<file path="src/rtl/fttbl_pkg.sv">
package fttbl_pkg;

  localparam int unsigned TableDepthDefault = 1024;

  localparam logic [7:0]  TcpProto = 8'd6;
  localparam logic [7:0]  FlagFin  = 8'h01;
  localparam logic [7:0]  FlagSyn  = 8'h02;
  localparam logic [7:0]  FlagRst  = 8'h04;
  localparam logic [7:0]  FlagAck  = 8'h10;
  localparam logic [29:0] NsPerSec = 30'd1000000000;

  localparam logic [10:0] FlowLimitReset = 11'd1024;
  localparam logic [31:0] TimeoutReset   = 32'd60;

  typedef enum logic [1:0] {
    OP_UPDATE = 2'd0,
    OP_LOOKUP = 2'd1,
    OP_SWEEP  = 2'd2,
    OP_NONE   = 2'd3
  } op_e;

  typedef enum logic [1:0] {
    CFG_FLOW_LIMIT = 2'd0,
    CFG_TIMEOUT    = 2'd1,
    CFG_SPARE_A    = 2'd2,
    CFG_SPARE_B    = 2'd3
  } cfg_idx_e;

  typedef struct packed {
    logic [1:0]  operation;
    logic [31:0] src_address;
    logic [31:0] dst_address;
    logic [15:0] sport;
    logic [15:0] dport;
    logic [7:0]  protocol;
    logic [63:0] time_ns;
    logic [15:0] length;
    logic        fwd_dir;
    logic [7:0]  flag_bits;
  } in_item_t;

  typedef struct packed {
    logic        found;
    logic [10:0] removed_count;
    logic [47:0] bytes_out;
    logic [47:0] bytes_in;
    logic [31:0] packets_out;
    logic [31:0] packets_in;
    logic [7:0]  flags_seen;
    logic [15:0] syn_seen;
    logic [15:0] ack_seen;
    logic [15:0] rst_seen;
    logic [15:0] fin_seen;
    logic [1:0]  conn_marks;
  } result_t;

  typedef struct packed {
    logic     valid;
    in_item_t item;
  } q_stat_t;

endpackage

</file>
<file path="src/rtl/fttbl_front.sv">
module fttbl_front (
  input  logic               clk_i,
  input  logic               rst_ni,
  input  logic               push_i,
  input  fttbl_pkg::in_item_t item_i,
  output logic               full_o,
  input  logic               pop_i,
  output fttbl_pkg::q_stat_t  q_o
);
  import fttbl_pkg::*;

  // two-entry command queue
  in_item_t   buf_q [2];
  logic       wr_ptr_q, rd_ptr_q;
  logic [1:0] cnt_q;

  assign full_o     = (cnt_q == 2'd2);
  assign q_o.valid  = (cnt_q != 2'd0);
  assign q_o.item   = buf_q[rd_ptr_q];

  always_ff @(posedge clk_i) begin
    if (push_i) begin
      buf_q[wr_ptr_q] <= item_i;
    end
  end

  always_ff @(posedge clk_i or negedge rst_ni) begin
    if (!rst_ni) begin
      wr_ptr_q <= 1'b0;
      rd_ptr_q <= 1'b0;
      cnt_q    <= 2'd0;
    end else begin
      if (push_i) wr_ptr_q <= ~wr_ptr_q;
      if (pop_i)  rd_ptr_q <= ~rd_ptr_q;
      cnt_q <= cnt_q + {1'b0, push_i} - {1'b0, pop_i};
    end
  end

endmodule

</file>
<file path="config.mk">
export PLATFORM = sky130hd
export DESIGN_NAME = fttbl_front
export DESIGN_NICKNAME = d
export VERILOG_FILES = /design/src/rtl/fttbl_pkg.sv /design/src/rtl/fttbl_front.sv
export SDC_FILE = /design/constraint.sdc
export NUM_CORES = 1
export LEC_CHECK = 0
export ABC_AREA = 0
export BUFFER_PORTS_ARGS = -buffer_cell sky130_fd_sc_hd__buf_2
export CAP_MARGIN = 30
export CORE_MARGIN = 1.5
export CORE_UTILIZATION = 30
export CTS_CLUSTER_SIZE = 25
export DETAILED_ROUTE_END_ITERATION = 10
export HOLD_SLACK_MARGIN = 0.15
export RECOVER_POWER = 25
export SLEW_MARGIN = 20
export SYNTH_ARGS = -nofsm -noshare
export SYNTH_HDL_FRONTEND = slang
export SYNTH_SLANG_ARGS = --single-unit
export TNS_END_PERCENT = 5
</file>
<file path="constraint.sdc">
create_clock -name clk_i -period 24 [get_ports clk_i]
set_clock_uncertainty 0.1 [all_clocks]
set_input_delay 4.8 -clock clk_i [delete_from_list [all_inputs] [get_ports clk_i]]
set_output_delay 4.8 -clock clk_i [all_outputs]
set_load 0.05 [all_outputs]
</file>
-- After elaboration in Yosys (flattened, before gate mapping)
Memory sizes are Yosys's and may differ from the RTL's.
Cells that the tools add are included.
- RAM bits: 390
- register bits after elaboration: 4
- input bits: 199
- word-level logic and storage cells: 12
- output and inout port bits: 197
- latch bits: 0
- bits in read-only memories: 0
- memories: 1
- memory list (memory ; words ; bits a word ; rd ports ; clocked after memory_dff ; write ports ; line ; source):
    buf_q ; 2 ; 195 ; 1 ; 0 ; 1 ; fttbl_front.sv:13 ; in_item_t buf_q [2];
- bitwise operators: 2
- divide/modulo/power cells: 0
- reductions and logical operators: 1
- multipliers: 0
- magnitude comparators: 0
- add/sub/neg operators: 2
- shift operators: 0
- eq/ne operators: 1
- multiplexer cells: 2
- operators with widths (cell ; count):
    $add 2x1->2 ; 1
    $eq 2x2->1 const B ; 1
    $mux 1 ; 2
    $not 1->1 ; 2
    $reduce_bool 2->1 ; 1
    $sub 2x1->2 ; 1

-- Depth between registers and ports, before layout
- depth in word-level cells: 2
- mapped depth: 5
- gate-level depth less buffers: 5

-- Worst setup path after synthesis
OpenSTA, ideal clock, no wires.
- path kind: input-to-reg
- start: in push_i
- end: mem buf_q[0][0] (netlist name), enable pin
- required time: 23.123 ns
- setup slack: 9.913 ns
- buffers on the path: 0
- cell stages on the path: 1
- arrival time: 13.210 ns
- path through: nor2b_1
- word-level cells in the longest chain between the ends: 2
- ends and longest elaborated chain (item ; line ; source):
    start: declaration ; fttbl_front.sv:4 ; input logic push_i,
    $mux 1 ; fttbl_front.sv:22 ; if (push_i) begin
    $mux 1 (not written as such) ; fttbl_front.sv:23 ; buf_q[wr_ptr_q] <= item_i;
    end: declaration ; fttbl_front.sv:13 ;
Every way passes these cells.

==> run summary <==
==============================================================================
Total gr overflow                                                            0
CTS HTree Levels                                                             2
Worst Tran Pin Value                                                  0.957 ns
Max capacitance violation total                                              0
Number of flops mapped to enable cells by yosys                            390
Synthesized area divided by synthesized cell count                  23.9 sq um
Post-synthesis instance total                                              622
HPWL after DPL                                                        20700 um
Most common flop cell mapped by yosys                                 edfxtp_1
Largest net degree at the start of global routing                           64
Synth async-reset ratio                                                  1.02%
Quantity of I/O buffers inserted on ports                                  395
Category of the critical setup timing path                        flip-flop to output port
Cell count after placement                                                1668
Max Clk Rate                                                         0.115 GHz
Clock tree root driver cell                                          clkbuf_16
Worst-case hold slack                                                 0.453 ns
Power density relative to cell area                                143 nW/um^2
XOR/XNOR share of the synthesized area                                  0.278%
Min Tclk post-route                                                    8.71 ns
CTS-repair resized insts                                                     0
Final Power                                                            2690 uW
Starting Density                                                         30.4%
Clock buffer count from CTS                                                 42
Number of global-route vias before repair                                 7533
Vertical die dimension                                                  225 um
Largest driver fanout on the critical path                                  57
Row Count                                                                   81
Mean number of vias per cell                                              4.18
Synthesized-area fraction occupied by ao, oa, aoi and oai cells             0%
Clock Tree Buf Depth                                                         3
Clk_lat worst skew                                                     0.55 ns
Critical R2R Capture                                              buf_q[0][169]
Register area                                                      11800 sq um
Fin area                                                           18900 sq um
Slew headroom                                                            36.2%
Via total after detailed routing                                          7293
Status                                                            finished, final reports clean
Required time at the worst-slack endpoint                             19.10 ns
FF-to-FF path depth                                                          3
Final Net Count                                                           1249
First-pass GRT wire length                                            44400 um
Number of top-level pins                                                   396
Net count after synthesis                                                  823
Post-synth cell types                                                       13
Mux cell area share after synthesis                                      18.3%
TritonCTS clock tree                                                     built
Antenna Nets Post-Route                                                      0
Iteration-0 DRC Markers                                                    282
Antenna violations before repair                                             4
Total of warnings raised by yosys                                            0
CTS Hold Buffers Added                                                       0
Worst setup SP type                                                  flip-flop
Flops & latches, synth                                                     394
Count of non-filler cells in the finished layout                          1746
Internal reg-to-reg setup slack                                       20.80 ns
Commonest cells after routing, fill and taps aside                390 x edfxtp_1, 364 x buf_2, 140 x mux2_4
Overall die width                                                       225 um
Max-slew violation total from the final report                               0
Largest family of logic cells by synthesized area                 multiplexers
Part of the cycle the worst path needs                                   36.3%
Multi-input logic area                                              2820 sq um
Netlist Area Pre-Place                                             14800 sq um
Relative area change from synthesis to final layout                      27.1%
Buffers inserted during post-CTS setup optimization                          0
Crit path DAT                                                          3.81 ns
Post-synthesis simple-gate area fraction                                0.169%
Part of the Yosys area used for sequential elements                      79.5%
Die area                                                           50800 sq um
Placement-stage cell area                                          17500 sq um
Clock sink count                                                           394
Hold violation count in the final report                                     0
Routability Congestion                                                   0.781
First drt pass iteration count                                               4
Final total negative setup slack                                          0 ns
Worst Setup SP                                                        rd_ptr_q
RSZ-0062 raised after global routing                                     false
Clk pin slew, worst setup/hold paths                                   0.06 ns
# DRC                                                                        0
R2r startpoint                                                        wr_ptr_q
Fill count                                                                4608
CORE AREA                                                          48800 sq um
Drt wl/cell                                                            17.7 um
Tot GR Track Use                                                         11.7%
Layout cells sized above 1                                               58.7%
Critical path endpoint                                                q_o[138]
Post-synthesis adder-cell area fraction                                 0.169%
Worst-case vdd ir drop                                                0.121 mV
Cell leakage power                                                  0.00732 uW
Leading cell type in the layout, fill and taps excluded               edfxtp_1
Setup Viol. Count Final                                                      0
Worst Hold Class                                                  flip-flop to flip-flop
Routed Wire Length                                                    30900 um
Endpoint kind of the worst setup timing path                       output port
==============================================================================
[cells in the mapped netlist, types with 2 or more instances]
master,count,share of area [%]
buf_6,17,1.3
dfrtp_1,4,0.67
inv_1,2,0.051
nor2b_1,2,0.084
edfxtp_1,390,79
mux2_2,55,4.2
mux2_4,140,14
ha_1,2,0.17
xor2_1,2,0.12
buf_2,5,0.17
[routing by layer]
layer | global-route usage [%] | wire, um | vias to the layer above
met5 | 0 | 37 | -
met4 | 4.63 | 758 | 6
met3 | 4.00 | 2390 | 57
met2 | 20.7 | 16000 | 230
met1 | 12.8 | 11700 | 3650
li1 | - | - | 3350
[where the power goes]
group / internal [uW] / switching, uW
clock network: 380 / 259
registers: 914 / 54.1
logic: 330 / 754
[state kept, by name, indices dropped and copies added, names as in the netlist]
| name | cells |
|---|---|
| wr_ptr_q | 1 |
| buf_q | 390 |
| cnt_q | 2 |
| rd_ptr_q | 1 |
[cell families (layout without fill, tap and decap cells)]
group	count (synthesis)	count (layout)
flops	394	394
other cells	0	1
buf+inv	24	483
simple gates	4	4
xor+xnor	3	3
fa+ha+maj	2	2
mux	195	195
[final cells by class]
cell class              instances  area share [%]
clock buffers                  53            6.23
flip-flops and latches        394            62.6
clock inverters                24            1.10
repair buffers                404            10.6
well taps                     664            4.40
diodes                          1          0.0133
inverters                       2          0.0398
multi-input cells             204            15.0
[critical path: stages (launching register included)]
cell	delay [ns]
dfrtp_4	1.03
buf_4	0.75
buf_4	0.79
mux2_4	0.36
buf_2	0.21
[worst min-delay path by stage]
stage | startpoint | endpoint | slack (ns) | cells after the start
after CTS | wr_ptr_q | wr_ptr_q | 0.45 | 1
after global routing | wr_ptr_q | wr_ptr_q | 0.47 | 1
after detailed placement | wr_ptr_q | wr_ptr_q | 0.44 | 1
after global placement | wr_ptr_q | wr_ptr_q | 0.43 | 1
final | wr_ptr_q | wr_ptr_q | 0.45 | 1
after floorplan | wr_ptr_q | wr_ptr_q | 0.36 | 1
[metrics by stage]
stage | utilization, % | setup slack (ns)
CTS | 38.7 | 15.14
finish | 38.6 | 15.29
global placement | 35.9 | 15.82
detailed placement | 35.9 | 15.76
floorplan | - | 9.91
global route | 38.6 | 15.04
(Power assumes the default switching activity.)
